[src/slcp_pkg.sv]
package slcp_pkg;

	localparam int MAX_COMMAND_BYTES = 10;
	localparam int POS_W   = $clog2(MAX_COMMAND_BYTES + 1);
	localparam int BYTE_W  = 8;
	localparam int LED_W   = 8;
	localparam int HALF_W  = 16;
	localparam int PHASE_W = HALF_W + 1;

	localparam logic [HALF_W-1:0] HALF_PERIOD_RESET = 16'd500;

	localparam logic [BYTE_W-1:0] CHAR_HASH  = 8'h23;
	localparam logic [BYTE_W-1:0] CHAR_STAR  = 8'h2A;
	localparam logic [BYTE_W-1:0] CHAR_ZERO  = 8'h30;
	localparam logic [BYTE_W-1:0] CHAR_ONE   = 8'h31;
	localparam logic [BYTE_W-1:0] CHAR_EIGHT = 8'h38;
	localparam logic [BYTE_W-1:0] CHAR_B     = 8'h42;
	localparam logic [BYTE_W-1:0] CHAR_F     = 8'h46;
	localparam logic [BYTE_W-1:0] CHAR_I     = 8'h49;
	localparam logic [BYTE_W-1:0] CHAR_K     = 8'h4B;
	localparam logic [BYTE_W-1:0] CHAR_L     = 8'h4C;
	localparam logic [BYTE_W-1:0] CHAR_N     = 8'h4E;
	localparam logic [BYTE_W-1:0] CHAR_O     = 8'h4F;

	localparam logic OP_BYTE = 1'b0;
	localparam logic OP_TICK = 1'b1;

	typedef logic [MAX_COMMAND_BYTES-1:0][BYTE_W-1:0] cmd_buf_t;

	typedef enum logic [1:0] {
		CMD_ON    = 2'd0,
		CMD_OFF   = 2'd1,
		CMD_BLINK = 2'd2
	} cmd_kind_t;

	typedef struct packed {
		logic             done;
		logic             matched;
		cmd_kind_t        kind;
		logic [LED_W-1:0] target;
	} cmd_t;

	typedef struct packed {
		logic apply;
		logic tick;
		cmd_t cmd;
	} step_t;

endpackage

[src/slcp_if.sv]
interface slcp_req_if;
	logic                       valid;
	logic                       ready;
	logic                       operation;
	logic [slcp_pkg::BYTE_W-1:0] rx_byte;

	modport source (output valid, output operation, output rx_byte, input ready);
	modport sink (input valid, input operation, input rx_byte, output ready);
endinterface

interface slcp_res_if;
	logic                       valid;
	logic                       ready;
	logic [slcp_pkg::LED_W-1:0] led_levels;
	logic                       command_done;
	logic                       command_matched;

	modport source (output valid, output led_levels, output command_done,
		output command_matched, input ready);
	modport sink (input valid, input led_levels, input command_done,
		input command_matched, output ready);
endinterface

interface slcp_cfg_if;
	logic                        valid;
	logic                        ready;
	logic [slcp_pkg::HALF_W-1:0] blink_half_period;

	modport source (output valid, output blink_half_period, input ready);
	modport sink (input valid, input blink_half_period, output ready);
endinterface

[src/slcp_cmd_decode.sv]
module slcp_cmd_decode (
	input  slcp_pkg::cmd_buf_t                 buf_q,
	input  logic [slcp_pkg::POS_W-1:0]         pos,
	input  logic [slcp_pkg::BYTE_W-1:0]        rx_byte,
	output logic [slcp_pkg::POS_W-1:0]         wr_pos,
	output logic [slcp_pkg::POS_W-1:0]         pos_next,
	output slcp_pkg::cmd_t                     cmd
);
	import slcp_pkg::*;

	localparam logic [POS_W-1:0] POS_MAX = POS_W'(MAX_COMMAND_BYTES);

	function automatic logic [LED_W-1:0] tail_leds(
		input logic [BYTE_W-1:0] p0,
		input logic [BYTE_W-1:0] p1,
		input logic [BYTE_W-1:0] p2,
		input logic              rest_two,
		input logic              rest_three
	);
		logic [LED_W-1:0] t;
		t = '0;
		if (rest_two && p0 == CHAR_STAR && p1 == CHAR_HASH) begin
			t = '1;
		end else if (rest_three && p0 == CHAR_ZERO && p1 >= CHAR_ONE && p1 <= CHAR_EIGHT
				&& p2 == CHAR_HASH) begin
			t = LED_W'(1) << 3'(p1 - CHAR_ONE);
		end
		return t;
	endfunction

	logic [BYTE_W-1:0] cmd_bytes [MAX_COMMAND_BYTES];
	logic [POS_W-1:0]  len;
	logic [LED_W-1:0]  t_on;
	logic [LED_W-1:0]  t_off;
	logic [LED_W-1:0]  t_blink;
	logic              done;

	always_comb begin
		wr_pos = (pos >= POS_MAX) ? '0 : pos;
		len = wr_pos + POS_W'(1);
		for (int i = 0; i < MAX_COMMAND_BYTES; i++) begin
			cmd_bytes[i] = (POS_W'(i) == wr_pos) ? rx_byte : buf_q[i];
		end

		t_on = '0;
		if (cmd_bytes[0] == CHAR_O && cmd_bytes[1] == CHAR_N) begin
			t_on = tail_leds(cmd_bytes[2], cmd_bytes[3], cmd_bytes[4],
				len == POS_W'(4), len == POS_W'(5));
		end
		t_off = '0;
		if (cmd_bytes[0] == CHAR_O && cmd_bytes[1] == CHAR_F && cmd_bytes[2] == CHAR_F) begin
			t_off = tail_leds(cmd_bytes[3], cmd_bytes[4], cmd_bytes[5],
				len == POS_W'(5), len == POS_W'(6));
		end
		t_blink = '0;
		if (cmd_bytes[0] == CHAR_B && cmd_bytes[1] == CHAR_L && cmd_bytes[2] == CHAR_I
				&& cmd_bytes[3] == CHAR_N && cmd_bytes[4] == CHAR_K) begin
			t_blink = tail_leds(cmd_bytes[5], cmd_bytes[6], cmd_bytes[7],
				len == POS_W'(7), len == POS_W'(8));
		end

		done = (rx_byte == CHAR_HASH) || (len >= POS_MAX);
		pos_next = done ? '0 : len;

		cmd.done = done;
		cmd.kind = CMD_ON;
		cmd.target = '0;
		if (t_on != '0) begin
			cmd.kind = CMD_ON;
			cmd.target = t_on;
		end else if (t_off != '0) begin
			cmd.kind = CMD_OFF;
			cmd.target = t_off;
		end else if (t_blink != '0) begin
			cmd.kind = CMD_BLINK;
			cmd.target = t_blink;
		end
		cmd.matched = done && (cmd.target != '0);
	end

endmodule

[src/slcp_led_ctrl.sv]
module slcp_led_ctrl (
	input  logic                         clk,
	input  logic                         arst_n,
	input  slcp_pkg::step_t              step,
	input  logic                         cfg_we,
	input  logic [slcp_pkg::HALF_W-1:0]  cfg_half,
	output logic [slcp_pkg::LED_W-1:0]   led_next
);
	import slcp_pkg::*;

	logic [LED_W-1:0]   led_q;
	logic [LED_W-1:0]   mask_q;
	logic [PHASE_W-1:0] phase_q;
	logic [HALF_W-1:0]  half_q;
	logic [LED_W-1:0]   mask_next;
	logic [PHASE_W-1:0] phase_next;

	always_comb begin
		led_next = led_q;
		mask_next = mask_q;
		phase_next = phase_q;
		if (step.tick) begin
			if (mask_q != '0) begin
				if (phase_q < {1'b0, half_q}) begin
					led_next = led_q | mask_q;
					phase_next = phase_q + PHASE_W'(1);
				end else if (phase_q < {half_q, 1'b0}) begin
					led_next = led_q & ~mask_q;
					phase_next = phase_q + PHASE_W'(1);
				end else begin
					phase_next = '0;
				end
			end
		end else if (step.cmd.matched) begin
			case (step.cmd.kind)
				CMD_ON: begin
					led_next = led_q | step.cmd.target;
					mask_next = mask_q & ~step.cmd.target;
				end
				CMD_OFF: begin
					led_next = led_q & ~step.cmd.target;
					mask_next = mask_q & ~step.cmd.target;
				end
				CMD_BLINK: begin
					mask_next = mask_q | step.cmd.target;
				end
				default: begin
					led_next = led_q;
				end
			endcase
		end
	end

	always_ff @(posedge clk or negedge arst_n) begin
		if (!arst_n) begin
			led_q <= '0;
			mask_q <= '0;
			phase_q <= '0;
		end else if (step.apply) begin
			led_q <= led_next;
			mask_q <= mask_next;
			phase_q <= phase_next;
		end
	end

	always_ff @(posedge clk or negedge arst_n) begin
		if (!arst_n) begin
			half_q <= HALF_PERIOD_RESET;
		end else if (cfg_we) begin
			half_q <= cfg_half;
		end
	end

endmodule

[src/serial_led_command_parser.sv]
// An accepted input goes to the input register, and its result then enters the result
// register; while the result side stalls, the item waits in the input register.
// Throughput: one item per cycle unless result.ready stalls; the input register accepts
// the next item while a finished result waits in the result register.
// Reset: arst_n clears LEDs, blink mask, blink phase and command position at once and
// loads a half period of 500 ticks. Command buffer bytes are not reset.
module serial_led_command_parser (
	input logic        clk,
	input logic        arst_n,
	slcp_req_if.sink   request,
	slcp_res_if.source result,
	slcp_cfg_if.sink   cfg
);
	import slcp_pkg::*;

	logic              valid_s1;
	logic              op_s1;
	logic [BYTE_W-1:0] byte_s1;

	logic              valid_s2;
	logic [LED_W-1:0]  led_s2;
	logic              done_s2;
	logic              matched_s2;

	cmd_buf_t          buf_q;
	logic [POS_W-1:0]  pos_q;
	logic [POS_W-1:0]  wr_pos;
	logic [POS_W-1:0]  pos_next;
	cmd_t              cmd;
	step_t             step;
	logic [LED_W-1:0]  led_next;
	logic              advance;
	logic              is_byte;

	assign advance = valid_s1 && (!valid_s2 || result.ready);
	assign is_byte = (op_s1 == OP_BYTE);
	assign request.ready = !valid_s1 || advance;
	assign cfg.ready = 1'b1;

	assign result.valid = valid_s2;
	assign result.led_levels = led_s2;
	assign result.command_done = done_s2;
	assign result.command_matched = matched_s2;

	always_ff @(posedge clk or negedge arst_n) begin
		if (!arst_n) begin
			valid_s1 <= 1'b0;
		end else if (request.ready) begin
			valid_s1 <= request.valid;
		end
	end

	always_ff @(posedge clk) begin
		if (request.ready && request.valid) begin
			op_s1 <= request.operation;
			byte_s1 <= request.rx_byte;
		end
	end

	slcp_cmd_decode u_decode (
		.buf_q    (buf_q),
		.pos      (pos_q),
		.rx_byte  (byte_s1),
		.wr_pos   (wr_pos),
		.pos_next (pos_next),
		.cmd      (cmd)
	);

	always_comb begin
		step.apply = advance;
		step.tick = !is_byte;
		step.cmd = cmd;
	end

	slcp_led_ctrl u_led_ctrl (
		.clk      (clk),
		.arst_n   (arst_n),
		.step     (step),
		.cfg_we   (cfg.valid),
		.cfg_half (cfg.blink_half_period),
		.led_next (led_next)
	);

	always_ff @(posedge clk or negedge arst_n) begin
		if (!arst_n) begin
			pos_q <= '0;
		end else if (advance && is_byte) begin
			pos_q <= pos_next;
		end
	end

	always_ff @(posedge clk) begin
		if (advance && is_byte) begin
			buf_q[wr_pos] <= byte_s1;
		end
	end

	always_ff @(posedge clk or negedge arst_n) begin
		if (!arst_n) begin
			valid_s2 <= 1'b0;
		end else if (advance) begin
			valid_s2 <= 1'b1;
		end else if (result.ready) begin
			valid_s2 <= 1'b0;
		end
	end

	always_ff @(posedge clk) begin
		if (advance) begin
			led_s2 <= led_next;
			done_s2 <= is_byte && cmd.done;
			matched_s2 <= is_byte && cmd.matched;
		end
	end

endmodule

[src/flat_wrapper.sv]
// flat-port wrapper written by rule: the top's interface ports become plain ports
module serial_led_command_parser_flat import slcp_pkg::*;
  (clk, arst_n, request_valid, request_operation, request_rx_byte, request_ready, result_valid, result_led_levels, result_command_done, result_command_matched, result_ready, cfg_valid, cfg_blink_half_period, cfg_ready);
  slcp_req_if request_i ();
  slcp_res_if result_i ();
  slcp_cfg_if cfg_i ();
  input logic clk;
  input logic arst_n;
  input wire logic [$bits(request_i.valid)-1:0] request_valid;
  input wire logic [$bits(request_i.operation)-1:0] request_operation;
  input wire logic [$bits(request_i.rx_byte)-1:0] request_rx_byte;
  output wire logic [$bits(request_i.ready)-1:0] request_ready;
  output wire logic [$bits(result_i.valid)-1:0] result_valid;
  output wire logic [$bits(result_i.led_levels)-1:0] result_led_levels;
  output wire logic [$bits(result_i.command_done)-1:0] result_command_done;
  output wire logic [$bits(result_i.command_matched)-1:0] result_command_matched;
  input wire logic [$bits(result_i.ready)-1:0] result_ready;
  input wire logic [$bits(cfg_i.valid)-1:0] cfg_valid;
  input wire logic [$bits(cfg_i.blink_half_period)-1:0] cfg_blink_half_period;
  output wire logic [$bits(cfg_i.ready)-1:0] cfg_ready;
  assign request_i.valid = request_valid;
  assign request_i.operation = request_operation;
  assign request_i.rx_byte = request_rx_byte;
  assign request_ready = request_i.ready;
  assign result_valid = result_i.valid;
  assign result_led_levels = result_i.led_levels;
  assign result_command_done = result_i.command_done;
  assign result_command_matched = result_i.command_matched;
  assign result_i.ready = result_ready;
  assign cfg_i.valid = cfg_valid;
  assign cfg_i.blink_half_period = cfg_blink_half_period;
  assign cfg_ready = cfg_i.ready;
  serial_led_command_parser u_core (.clk(clk), .arst_n(arst_n), .request(request_i), .result(result_i), .cfg(cfg_i));
endmodule
[config.mk]
export PLATFORM = sky130hd
export DESIGN_NAME = serial_led_command_parser_flat
export DESIGN_NICKNAME = d
export VERILOG_FILES = /design/src/slcp_pkg.sv /design/src/slcp_if.sv /design/src/slcp_cmd_decode.sv /design/src/slcp_led_ctrl.sv /design/src/serial_led_command_parser.sv /design/src/flat_wrapper.sv
export SDC_FILE = /design/constraint.sdc
export NUM_CORES = 1
export LEC_CHECK = 0
export ABC_AREA = 1
export BUFFER_PORTS_ARGS = -buffer_cell sky130_fd_sc_hd__buf_2
export CORE_UTILIZATION = 30
export DETAILED_ROUTE_END_ITERATION = 12
export HOLD_SLACK_MARGIN = 0.15
export SLEW_MARGIN = 20
export SYNTH_ARGS = -nofsm -noshare
export SYNTH_HDL_FRONTEND = slang
export SYNTH_SLANG_ARGS = --single-unit
[constraint.sdc]
create_clock -name clk -period 7.07 [get_ports clk]
set_input_delay 1.0605 -clock clk [delete_from_list [all_inputs] [get_ports clk]]
set_output_delay 1.0605 -clock clk [all_outputs]
set_load 0.01 [all_outputs]
==> reports/metrics.json, run 1 <==
{
  "final_layout_size_suffix_gt1_frac": {"value": 0.120},
  "drv_cap": {"value": 0},
  "syn2layout_area_growth": {"value": 11.8, "unit": "%"},
  "post-route-worst-setup-slack": {"value": 2.23, "unit": "ns"},
  "clk_pin_slew_worst_paths": {"value": 0.06, "unit": "ns"},
  "ant_nets": {"value": 0},
  "dpl_worst_slack": {"value": 2.32, "unit": "ns"},
  "chipWidth": {"value": 179, "unit": "um"},
  "place.detailed.hpwl": {"value": 19.5, "unit": "mm"},
  "worst-endpoint-required": {"value": 7.27, "unit": "ns"},
  "tightest_slew": {"value": 0.823, "unit": "ns"},
  "clkSinkCount": {"value": 138},
  "powerDensity": {"value": 291, "unit": "nW/um^2"},
  "async_reset_ff_frac": {"value": 0.399},
  "number_of_instances_in_the_synthesized_netlist": {"value": 1243},
  "netlist-cell-type-count": {"value": 53},
  "grt_antenna_before_repair": {"value": 0},
  "die_h": {"value": 179, "unit": "um"},
  "outcome": {"value": "completed"},
  "timing.critical_path.fanout_max": {"value": 14},
  "setup_violations": {"value": 0},
  "r2r-start": {"value": "u_core.pos_q[2]$_DFFE_PN0P_"},
  "grt_usage": {"value": 0.167},
  "synth_seq_cells": {"value": 138},
  "worst_setup_skew_after_layout": {"value": 0.0233, "unit": "ns"},
  "post-cts-setup-buffers": {"value": 0},
  "netlist_top_cells_area": {"value": "sky130_fd_sc_hd__edfxtp_1 (27%), sky130_fd_sc_hd__dfrtp_1 (13%), sky130_fd_sc_hd__nand2_1 (13%)"},
  "grt_max_degree": {"value": 56},
  "worstPathArrival": {"value": 5.04, "unit": "ns"},
  "port_buffers": {"value": 41},
  "grt_setup_unrepaired": {"value": "no"},
  "period_share": {"value": 0.685},
  "cts_tree": {"value": "built"},
  "leakage_power_of_the_design": {"value": 4.96, "unit": "nW"},
  "report.final.hold_viol_count": {"value": 0},
  "stdcell_area": {"value": 10500, "unit": "sq um"},
  "min_path_type": {"value": "flop to flop"},
  "grt_pass1_wl": {"value": 41.3, "unit": "mm"},
  "max_freq": {"value": 207, "unit": "MHz"},
  "synth.cell_area": {"value": 9370, "unit": "sq um"},
  "drt_pre_antenna_iters": {"value": 5},
  "setup.worst_path.end_class": {"value": "flop"},
  "initial_cell_density_of_the_core": {"value": 0.306},
  "placeableCoreArea": {"value": 30700, "unit": "sq um"},
  "ys_seq_area_frac": {"value": 0.414},
  "cts_made_buffers": {"value": 17},
  "setup_tns": {"value": 0, "unit": "ns"},
  "die-area": {"value": 32000, "unit": "sq um"},
  "hold_buffers": {"value": 0},
  "hold_path_startpoint": {"value": "u_core.u_led_ctrl.led_q[2]$_DFFE_PN0P_"},
  "worst_slew_margin_rel": {"value": 0.450},
  "most-common-layout-cells": {"value": "sky130_fd_sc_hd__nand2_1 (316), sky130_fd_sc_hd__inv_1 (162), sky130_fd_sc_hd__nor2_1 (148)"},
  "synth_enable_flop_cells": {"value": 83},
  "hold_depth": {"value": 2},
  "gp_congestion": {"value": 0.947},
  "startpoint_type": {"value": "flop"},
  "drt-total-wl": {"value": 25.6, "unit": "mm"},
  "timing.rr.end": {"value": "u_core.result.led_levels[3]$_DFFE_PP_"},
  "yosys_most_used_dff": {"value": "sky130_fd_sc_hd__edfxtp_1"},
  "irDropWorstVdd": {"value": 0.120, "unit": "mV"},
  "syn_area_per_cell": {"value": 7.54, "unit": "sq um"},
  "mappedNetlistNets": {"value": 1308},
  "post-synth-top-area-cell": {"value": "sky130_fd_sc_hd__edfxtp_1"},
  "antenna_cells": {"value": 0},
  "drv_slew": {"value": 0},
  "io_pins": {"value": 43},
  "criticalPathCategory": {"value": "flop to flop"},
  "global_route_overflow": {"value": 0},
  "placedInstanceArea": {"value": 9930, "unit": "sq um"},
  "num_vias": {"value": 8264},
  "cts_buffer_depth": {"value": 2},
  "vias_per_cell": {"value": 4.88},
  "drc_errors": {"value": 0},
  "finalWorstPathRequiredPeriod": {"value": 4.84, "unit": "ns"},
  "cts_repair_resize_count": {"value": 0},
  "num_rows": {"value": 64},
  "nFillCells": {"value": 3255},
  "final_nets": {"value": 1349},
  "clock_tree.htree_level_count": {"value": 4},
  "clkLatencyLatePin": {"value": 0.44, "unit": "ns"},
  "route.detailed.wl_per_inst": {"value": 15.1, "unit": "um"},
  "setup.reg_to_reg.worst_slack": {"value": 2.23, "unit": "ns"},
  "hold-path-endpoint": {"value": "u_core.u_led_ctrl.led_q[2]$_DFFE_PN0P_"},
  "top_cell_type_s_share_of_synthesized_area": {"value": 0.266},
  "ys_warn_count": {"value": 0},
  "detailedRoute.firstIterationViolations": {"value": 720},
  "rr_worst_depth": {"value": 23},
  "grt_pass1_vias": {"value": 7809},
  "layout.cells.most_common": {"value": "sky130_fd_sc_hd__nand2_1"},
  "clock-root-buffer": {"value": "sky130_fd_sc_hd__clkbuf_16"}
}
-- routing by layer --
| layer | wire length (um) | GRT usage | vias to the layer above | share of wire |
|---|---|---|---|---|
| met5 | 0 | 0 | - | 0 |
| met4 | 449 | 0.0558 | 0 | 0.018 |
| met3 | 1100 | 0.0235 | 30 | 0.043 |
| met2 | 11600 | 0.270 | 184 | 0.45 |
| met1 | 12500 | 0.228 | 3848 | 0.49 |
| li1 | - | - | 4202 | - |
-- power breakdown --
group	switching [mW]	internal (mW)
Sequential	0.113	0.991
Clock	0.370	0.482
Combinational	0.783	0.313
-- cell usage after synthesis (all sizes together), types with 8 or more instances --
library cell    n
dfrtp          49
buf            15
nand2         335
nand3         120
nand4          51
ha             35
nor2          166
edfxtp         83
o21ai          97
nor3           28
a21oi          38
clkbuf          8
inv           168
-- flip-flops by register name, summed over array words and instances (netlist names), 4 cells and up, named ones only --
register and flops:
u_core.buf_q 64, u_core.u_led_ctrl.led_q 8, u_core.u_led_ctrl.phase_q 17, u_core.result.led_levels 8, u_core.pos_q 4, u_core.u_led_ctrl.half_q 16, u_core.byte_s1 8
-- final cells by class --
type	instances	area [sq um]	area share
clock inverter	12	87.6	0.00836
tap	396	495	0.0473
timing repair buffer	45	235	0.0224
multi-input combinational	912	4680	0.446
clock buffer	20	468	0.0446
inverter	170	643	0.0614
sequential	138	3880	0.370
-- how the worst max path moves through the flow --
stage	start	endpoint	slack (ns)	cells after the start
2_1_floorplan	u_core.pos_q[3]$_DFFE_PN0P_	u_core.result.led_levels[1]$_DFFE_PP_	3.55	28
3_3_place_gp	u_core.pos_q[2]$_DFFE_PN0P_	u_core.result.led_levels[6]$_DFFE_PP_	2.46	23
3_5_place_dp	u_core.pos_q[2]$_DFFE_PN0P_	u_core.result.led_levels[6]$_DFFE_PP_	2.32	23
4_1_cts	u_core.pos_q[2]$_DFFE_PN0P_	u_core.result.led_levels[6]$_DFFE_PP_	2.31	23
5_1_grt	u_core.pos_q[2]$_DFFE_PN0P_	u_core.result.led_levels[1]$_DFFE_PP_	1.69	23
6_report	u_core.pos_q[2]$_DFFE_PN0P_	u_core.result.led_levels[3]$_DFFE_PP_	2.23	23
-- worst max-delay path: stages (launching register included) --
cell,delay [ns]
sky130_fd_sc_hd__dfrtp_1,0.70
sky130_fd_sc_hd__inv_6,0.10
sky130_fd_sc_hd__a21oi_1,0.20
sky130_fd_sc_hd__nor2_1,0.10
sky130_fd_sc_hd__inv_1,0.12
sky130_fd_sc_hd__ha_1,0.40
sky130_fd_sc_hd__nand3_1,0.42
sky130_fd_sc_hd__nand2_1,0.15
sky130_fd_sc_hd__o21ai_0,0.21
sky130_fd_sc_hd__nor2_2,0.20
sky130_fd_sc_hd__inv_1,0.15
sky130_fd_sc_hd__nor3_2,0.20
sky130_fd_sc_hd__nand2_1,0.06
sky130_fd_sc_hd__nor2_1,0.21
sky130_fd_sc_hd__inv_2,0.10
sky130_fd_sc_hd__nor2_8,0.17
sky130_fd_sc_hd__nand2_1,0.13
sky130_fd_sc_hd__nand2_1,0.09
sky130_fd_sc_hd__nor2_1,0.04
sky130_fd_sc_hd__nand2_1,0.36
sky130_fd_sc_hd__nor2_1,0.13
sky130_fd_sc_hd__nand4_1,0.12
sky130_fd_sc_hd__nand3_1,0.10
sky130_fd_sc_hd__and2_1,0.14
-- cells by family (layout without fill, tap and decap cells) --
| kind of cell | count (synthesis) | count (layout) | share of synthesized area |
|---|---|---|---|
| simple gates | 721 | 721 | 0.357 |
| compound gates | 153 | 153 | 0.0925 |
| other cells | 1 | 1 | 0.000400 |
| xor+xnor | 2 | 2 | 0.00187 |
| fa+ha+maj | 35 | 35 | 0.0467 |
| buf+inv | 193 | 247 | 0.0877 |
| flops | 138 | 138 | 0.414 |
-- per-stage QoR --
stage / hold slack, ns / utilization / std cells / total power, mW
floorplan: 0.464 / - / 1243 / 1.96
finish: 0.503 / 0.342 / 1693 / 3.05
global route: 0.534 / 0.342 / 1693 / 3.27
global placement: 0.488 / 0.324 / 1661 / 2.19
detailed placement: 0.494 / 0.324 / 1661 / 2.21
CTS: 0.507 / 0.342 / 1693 / 3.06
Note: power is estimated with default switching activity, not from simulation.
==> run 2: changes to the inputs <==
- clock period: 7.07 -> 5 ns (I/O delays scaled with it)
==> reports/metrics.json, run 2 (synthesis results as in run 1) <==
{
  "setup_tns": {"value": 0, "unit": "ns", "change": "unchanged"},
  "cts_made_buffers": {"value": 17, "change": "unchanged"},
  "cp-endpoint": {"value": "u_core.result.led_levels[5]$_DFFE_PP_"},
  "power.total": {"value": 4.39, "unit": "mW", "change": "+44%"},
  "leakage_power_of_the_design": {"value": 4.96, "unit": "nW", "change": "about the same"},
  "largest-register": {"value": "u_core.buf_q"},
  "global_route_overflow": {"value": 0, "change": "unchanged"},
  "io_pins": {"value": 43, "change": "unchanged"},
  "clock_tree.htree_level_count": {"value": 4, "change": "unchanged"},
  "grt_antenna_before_repair": {"value": 0, "change": "unchanged"},
  "timing.rr.end": {"value": "u_core.result.led_levels[5]$_DFFE_PP_"},
  "drc_errors": {"value": 0, "change": "unchanged"},
  "ant_nets": {"value": 0, "change": "unchanged"},
  "drv_cap": {"value": 0, "change": "unchanged"},
  "top_regs": {"value": "u_core.buf_q (64), u_core.u_led_ctrl.phase_q (17), u_core.u_led_ctrl.half_q (16)"},
  "gp_congestion": {"value": 0.934, "change": "-1.4%"},
  "largest_reg_flops": {"value": 64, "change": "unchanged"},
  "rr_worst_depth": {"value": 23, "change": "unchanged"},
  "finalWorstPathRequiredPeriod": {"value": 4.44, "unit": "ns", "change": "-0.396 ns"},
  "irDropWorstVdd": {"value": 0.230, "unit": "mV", "change": "+92%"},
  "drt-total-wl": {"value": 25.7, "unit": "mm", "change": "+0.31%"},
  "r2r-start": {"value": "u_core.pos_q[3]$_DFFE_PN0P_"},
  "most-common-layout-cells": {"value": "sky130_fd_sc_hd__nand2_1 (316), sky130_fd_sc_hd__inv_1 (162), sky130_fd_sc_hd__nor2_1 (148)"},
  "post-route-worst-setup-slack": {"value": 0.556, "unit": "ns", "change": "-1.67 ns"},
  "startpoint_type": {"value": "flop"},
  "worst-endpoint-required": {"value": 5.19, "unit": "ns", "change": "-2.08 ns"},
  "layout.cells.most_common": {"value": "sky130_fd_sc_hd__nand2_1"},
  "antenna_cells": {"value": 0, "change": "unchanged"},
  "setup.worst_path.end_class": {"value": "flop"},
  "grt_pass1_vias": {"value": 7923, "change": "+1.5%"},
  "vias_per_cell": {"value": 4.96, "change": "+1.6%"},
  "final_layout_size_suffix_gt1_frac": {"value": 0.122, "change": "+0.00212"},
  "syn2layout_area_growth": {"value": 12.3, "unit": "%"},
  "setup.reg_to_reg.worst_slack": {"value": 0.56, "unit": "ns", "change": "-1.67 ns"},
  "worstPathArrival": {"value": 4.63, "unit": "ns", "change": "-0.41 ns"},
  "chipWidth": {"value": 179, "unit": "um", "change": "unchanged"},
  "place.detailed.hpwl": {"value": 19.7, "unit": "mm", "change": "+0.93%"},
  "timing.critical_path.fanout_max": {"value": 14, "change": "unchanged"},
  "grt_pass1_wl": {"value": 41.7, "unit": "mm", "change": "+0.93%"},
  "final_core_util": {"value": 0.343, "change": "+0.00155"},
  "clk_pin_slew_worst_paths": {"value": 0.06, "unit": "ns", "change": "about the same"},
  "clock-root-buffer": {"value": "sky130_fd_sc_hd__clkbuf_16"},
  "outcome": {"value": "completed"},
  "placeableCoreArea": {"value": 30700, "unit": "sq um", "change": "unchanged"},
  "powerDensity": {"value": 417, "unit": "nW/um^2", "change": "+43%"},
  "clkSinkCount": {"value": 138, "change": "unchanged"},
  "report.final.hold_viol_count": {"value": 0, "change": "unchanged"},
  "port_buffers": {"value": 41, "change": "unchanged"},
  "min_path_type": {"value": "input port to asynchronous set/reset pin"},
  "worst_setup_path_startpoint": {"value": "u_core.pos_q[3]$_DFFE_PN0P_"},
  "detailedRoute.firstIterationViolations": {"value": 679, "change": "-5.7%"},
  "placedInstanceArea": {"value": 9950, "unit": "sq um", "change": "+0.23%"},
  "grt_usage": {"value": 0.170, "change": "+0.00261"},
  "cts_tree": {"value": "built"},
  "initial_cell_density_of_the_core": {"value": 0.306, "change": "unchanged"},
  "tightest_slew": {"value": 0.764, "unit": "ns", "change": "-0.0590 ns"},
  "setup_violations": {"value": 0, "change": "unchanged"},
  "cts_buffer_depth": {"value": 2, "change": "unchanged"},
  "die_h": {"value": 179, "unit": "um", "change": "unchanged"},
  "grt_setup_unrepaired": {"value": "no"},
  "grt_max_degree": {"value": 56, "change": "unchanged"},
  "period_share": {"value": 0.889, "change": "+0.204"},
  "dpl_worst_slack": {"value": 0.324, "unit": "ns", "change": "-1.99 ns"},
  "hold_buffers": {"value": 0, "change": "unchanged"},
  "final_nets": {"value": 1352, "change": "+0.22%"},
  "max_freq": {"value": 225, "unit": "MHz", "change": "+8.9%"},
  "stdcell_area": {"value": 10500, "unit": "sq um", "change": "+0.45%"},
  "num_vias": {"value": 8405, "change": "+1.7%"},
  "clkLatencyLatePin": {"value": 0.44, "unit": "ns", "change": "about the same"},
  "worst_slew_margin_rel": {"value": 0.489, "change": "+0.0395"},
  "route.detailed.wl_per_inst": {"value": 15.2, "unit": "um", "change": "+0.19%"},
  "worst_setup_skew_after_layout": {"value": 0.0144, "unit": "ns", "change": "-0.00884 ns"},
  "die-area": {"value": 32000, "unit": "sq um", "change": "unchanged"},
  "drt_pre_antenna_iters": {"value": 5, "change": "unchanged"},
  "num_rows": {"value": 64, "change": "unchanged"},
  "drv_slew": {"value": 0, "change": "unchanged"},
  "criticalPathCategory": {"value": "flop to flop"}
}
-- run 2: per-stage QoR --
step | hold WS [ns] | instances
final | 0.468 | 1695
after global routing | 0.480 | 1695
after CTS | 0.480 | 1695
after detailed placement | 0.491 | 1664
after global placement | 0.487 | 1664
after floorplan | 0.454 | 1243
-- run 2: area by class of cell --
| type | instances | area, sq um |
|---|---|---|
| Clock buffer | 17 | 425 |
| Clock inverter | 14 | 149 |
| Fill cell | 3236 | 20100 |
| Inverter | 170 | 643 |
| Multi-Input combinational cell | 912 | 4680 |
| Sequential cell | 138 | 3880 |
| Tap cell | 396 | 495 |
| Timing Repair Buffer | 48 | 258 |
-- run 2: what timing repair did --
item,CTS,global route
setup endpoints to repair,0,22
buffers inserted,0,0
gates resized for setup,0,3
-- run 2: worst min-delay path by stage --
stage	start	to	slack, ns
global placement	u_core.u_led_ctrl.led_q[2]$_DFFE_PN0P_	u_core.u_led_ctrl.led_q[2]$_DFFE_PN0P_	0.49
CTS	request_rx_byte[3]	u_core.byte_s1[3]$_DFFE_PP_	0.48
finish	arst_n	u_core.u_led_ctrl.led_q[5]$_DFFE_PN0P_	0.47
floorplan	arst_n	asynchronous set/reset pin	0.45
detailed placement	u_core.u_led_ctrl.led_q[3]$_DFFE_PN0P_	u_core.u_led_ctrl.led_q[3]$_DFFE_PN0P_	0.49
global route	request_rx_byte[7]	u_core.byte_s1[7]$_DFFE_PP_	0.48
-- run 2: critical path, stage by stage, from the launching register on --
cell and delay, ns:
sky130_fd_sc_hd__dfrtp_1 0.50, sky130_fd_sc_hd__inv_2 0.21, sky130_fd_sc_hd__a21oi_1 0.20, sky130_fd_sc_hd__nor2_1 0.10, sky130_fd_sc_hd__inv_1 0.13, sky130_fd_sc_hd__ha_1 0.39, sky130_fd_sc_hd__nand3_2 0.31, sky130_fd_sc_hd__nand2_1 0.13
sky130_fd_sc_hd__o21ai_1 0.15, sky130_fd_sc_hd__nor2_2 0.18, sky130_fd_sc_hd__inv_1 0.13, sky130_fd_sc_hd__nor3_2 0.18, sky130_fd_sc_hd__nand2_1 0.07, sky130_fd_sc_hd__nor2_1 0.17, sky130_fd_sc_hd__inv_2 0.09, sky130_fd_sc_hd__nor2_8 0.16
sky130_fd_sc_hd__nand2_1 0.11, sky130_fd_sc_hd__nand2_1 0.08, sky130_fd_sc_hd__nor2_1 0.05, sky130_fd_sc_hd__nand2_1 0.36, sky130_fd_sc_hd__nor2_1 0.14, sky130_fd_sc_hd__nand4_1 0.13, sky130_fd_sc_hd__nand3_1 0.10, sky130_fd_sc_hd__and2_1 0.14
-- run 2: metal layers --
| layer | share of wire | global-route usage | vias up |
|---|---|---|---|
| met2 | 0.45 | 0.271 | 222 |
| met1 | 0.48 | 0.235 | 3928 |
| met5 | 0 | 0 | - |
| met4 | 0.022 | 0.0593 | 0 |
| met3 | 0.047 | 0.0212 | 41 |
| li1 | - | - | 4214 |
-- run 2: power breakdown --
part           internal (mW)  switching, mW  total (mW)
Combinational          0.450           1.12        1.57
Sequential              1.40          0.162        1.56
Clock                  0.733          0.524        1.26
Total                   2.58           1.81        4.39
==> run 3: changes to the inputs <==
- CORE_ASPECT_RATIO: not set -> 1.1
==> reports/metrics.json, run 3 (synthesis results as in run 1) <==
{
  "min_path_type": {"value": "input port to asynchronous set/reset pin"},
  "chipWidth": {"value": 171, "unit": "um", "change": "-4.6%"},
  "grt_antenna_before_repair": {"value": 0, "change": "unchanged"},
  "top_regs": {"value": "u_core.buf_q (64), u_core.u_led_ctrl.phase_q (17), u_core.u_led_ctrl.half_q (16)"},
  "power.share.sequential": {"value": 0.352, "change": "-0.004"},
  "detailedRoute.firstIterationViolations": {"value": 666, "change": "-1.9%"},
  "internal-power": {"value": 2.65, "unit": "mW", "change": "+2.6%"},
  "port_buffers": {"value": 41, "change": "unchanged"},
  "global_route_overflow": {"value": 0, "change": "unchanged"},
  "stdcell_area": {"value": 10600, "unit": "sq um", "change": "+0.74%"},
  "antenna_cells": {"value": 0, "change": "unchanged"},
  "timing.critical_path.fanout_max": {"value": 14, "change": "unchanged"},
  "die_h": {"value": 187, "unit": "um", "change": "+4.8%"},
  "num_rows": {"value": 67, "change": "+4.7%"},
  "syn2layout_area_growth": {"value": 13.1, "unit": "%"},
  "clock_tree.htree_level_count": {"value": 4, "change": "unchanged"},
  "criticalPathCategory": {"value": "flop to flop"},
  "ant_nets": {"value": 0, "change": "unchanged"},
  "drt-total-wl": {"value": 25.6, "unit": "mm", "change": "-0.47%"},
  "place.detailed.hpwl": {"value": 19.4, "unit": "mm", "change": "-1.4%"},
  "irDropWorstVdd": {"value": 0.227, "unit": "mV", "change": "-1.3%"},
  "startpoint_type": {"value": "flop"},
  "initial_cell_density_of_the_core": {"value": 0.306, "change": "+0.000712"},
  "drt_pre_antenna_iters": {"value": 5, "change": "unchanged"},
  "pwr-share-clk": {"value": 0.296, "change": "+0.010"},
  "placedInstanceArea": {"value": 9990, "unit": "sq um", "change": "+0.38%"},
  "grt_setup_unrepaired": {"value": "no"},
  "route.detailed.wl_per_inst": {"value": 14.9, "unit": "um", "change": "-1.7%"},
  "critical_path.slowest_cell": {"value": "sky130_fd_sc_hd__dfrtp_1"},
  "sw_frac_of_total": {"value": 0.403, "change": "-0.00899"},
  "drc_errors": {"value": 0, "change": "unchanged"},
  "num_vias": {"value": 8327, "change": "-0.93%"},
  "grt_pass1_wl": {"value": 41.6, "unit": "mm", "change": "-0.26%"},
  "vias_per_cell": {"value": 4.85, "change": "-2.1%"},
  "setup_tns": {"value": 0, "unit": "ns", "change": "unchanged"},
  "final_layout_size_suffix_gt1_frac": {"value": 0.127, "change": "+0.00433"},
  "gp_congestion": {"value": 0.920, "change": "-1.5%"},
  "holdWs": {"value": 0.472, "unit": "ns", "change": "+0.00444 ns"},
  "io_pins": {"value": 43, "change": "unchanged"},
  "largest-register": {"value": "u_core.buf_q"},
  "max_freq": {"value": 221, "unit": "MHz", "change": "-2.0%"},
  "worst_setup_path_startpoint": {"value": "u_core.pos_q[3]$_DFFE_PN0P_"},
  "clkLatencyLatePin": {"value": 0.43, "unit": "ns", "change": "about the same"},
  "drv_cap": {"value": 0, "change": "unchanged"},
  "power.net_switching": {"value": 1.79, "unit": "mW", "change": "-1.2%"},
  "most-common-layout-cells": {"value": "sky130_fd_sc_hd__nand2_1 (315), sky130_fd_sc_hd__inv_1 (162), sky130_fd_sc_hd__nor2_1 (148)"},
  "leakage_power_of_the_design": {"value": 5.00, "unit": "nW", "change": "+0.84%"},
  "worst_setup_skew_after_layout": {"value": 0.00871, "unit": "ns", "change": "-0.00572 ns"},
  "die-area": {"value": 32000, "unit": "sq um", "change": "about the same"},
  "worst_slew_margin_rel": {"value": 0.503, "change": "+0.0138"},
  "report.final.hold_viol_count": {"value": 0, "change": "unchanged"},
  "largest_reg_flops": {"value": 64, "change": "unchanged"},
  "grt_max_degree": {"value": 56, "change": "unchanged"},
  "clk_pin_slew_worst_paths": {"value": 0.06, "unit": "ns", "change": "about the same"},
  "combinationalPowerShare": {"value": 0.352, "change": "-0.006"},
  "critical-path-top-cell-by-count": {"value": "sky130_fd_sc_hd__nand2_1"},
  "clock-root-buffer": {"value": "sky130_fd_sc_hd__clkbuf_16"},
  "cts_tree": {"value": "built"},
  "tightest_slew": {"value": 0.746, "unit": "ns", "change": "-0.0179 ns"},
  "drv_slew": {"value": 0, "change": "unchanged"},
  "clkSinkCount": {"value": 138, "change": "unchanged"},
  "worstPathArrival": {"value": 4.72, "unit": "ns", "change": "+0.09 ns"},
  "placeableCoreArea": {"value": 30600, "unit": "sq um", "change": "-0.23%"},
  "r2r-start": {"value": "u_core.pos_q[3]$_DFFE_PN0P_"},
  "finalWorstPathRequiredPeriod": {"value": 4.53, "unit": "ns", "change": "+0.0886 ns"},
  "grt_usage": {"value": 0.168, "change": "-0.00179"},
  "outcome": {"value": "completed"},
  "cts_buffer_depth": {"value": 2, "change": "unchanged"},
  "powerDensity": {"value": 418, "unit": "nW/um^2", "change": "+0.28%"},
  "cts_made_buffers": {"value": 17, "change": "unchanged"},
  "period_share": {"value": 0.907, "change": "+0.0177"},
  "critical_path.max_stage_delay": {"value": 0.49, "unit": "ns", "change": "about the same"},
  "layout.cells.most_common": {"value": "sky130_fd_sc_hd__nand2_1"},
  "setup.worst_path.end_class": {"value": "flop"},
  "grt_pass1_vias": {"value": 7946, "change": "+0.29%"},
  "worst-endpoint-required": {"value": 5.19, "unit": "ns", "change": "about the same"},
  "setup_violations": {"value": 0, "change": "unchanged"},
  "final_nets": {"value": 1354, "change": "+0.15%"}
}
[run 3: changes by cell type in the layout (fill, tap and decap cells not counted), sizes merged]
cell,before,now
clkinv,6,10
clkinvlp,5,2
buf,48,50
inv,171,169
bufinv,2,3
clkbuf,17,18
[run 3: worst paths after layout]
path	endpoint	slack, ns	cells after the start
min	u_core.u_led_ctrl.led_q[0]$_DFFE_PN0P_	0.47	2
min reg2reg	u_core.u_led_ctrl.led_q[5]$_DFFE_PN0P_	0.51	2
max in group asynchronous	u_core.pos_q[2]$_DFFE_PN0P_	4.00	2
max reg2reg	u_core.result.led_levels[3]$_DFFE_PP_	0.47	25
max	u_core.result.led_levels[3]$_DFFE_PP_	0.47	25
min in group clk	u_core.byte_s1[3]$_DFFE_PP_	0.49	1
[run 3: worst max-delay path, delay by kind of cell (launching register included)]
family | cells | cell delay, ns
buffers and inverters | 4 | 0.59
adders and majority gates | 1 | 0.40
and+or+nand+nor | 18 | 2.34
AOI/OAI and AO/OA | 2 | 0.43
DFF | 1 | 0.49
[run 3: timing repair]
item | CTS | global route
resized for setup | 0 | 3
setup endpoints to repair | 0 | 23
buffers inserted | 0 | 0
hold buffers | 0 | 0
[run 3: stage by stage]
step / util / setup slack (ns) / instances / power (mW)
2_1_floorplan: - / 1.48 / 1243 / 2.77
3_3_place_gp: 0.326 / 0.189 / 1684 / 3.11
3_5_place_dp: 0.326 / 0.168 / 1684 / 3.12
4_1_cts: 0.346 / 0.122 / 1716 / 4.45
5_1_grt: 0.347 / 0.0427 / 1716 / 4.75
6_report: 0.347 / 0.467 / 1716 / 4.44
[run 3: final cells by class]
cell class	count	area, sq um
Timing Repair Buffer	50	273
Clock buffer	18	439
Tap cell	414	518
Clock inverter	14	173
Inverter	170	643
Multi-Input combinational cell	912	4680
Sequential cell	138	3880
Fill cell	3242	20000
[run 3: power groups by stage]
| stage | Combinational [mW] | Clock, mW | Sequential [mW] |
|---|---|---|---|
| after floorplan | 1.23 | 0 | 1.54 |
| after global placement | 1.53 | 0 | 1.58 |
| after detailed placement | 1.54 | 0 | 1.58 |
| after CTS | 1.55 | 1.34 | 1.56 |
| after global routing | 1.77 | 1.38 | 1.59 |
| final | 1.56 | 1.31 | 1.56 |
[run 3: metal layers]
metal	global-route usage	wire length, um	part of all wire	vias up
met1	0.222	11900	0.47	3847
met3	0.0271	1100	0.043	42
li1	-	-	-	4229
met5	0	0	0	-
met4	0.0665	748	0.029	0
met2	0.272	11800	0.46	209
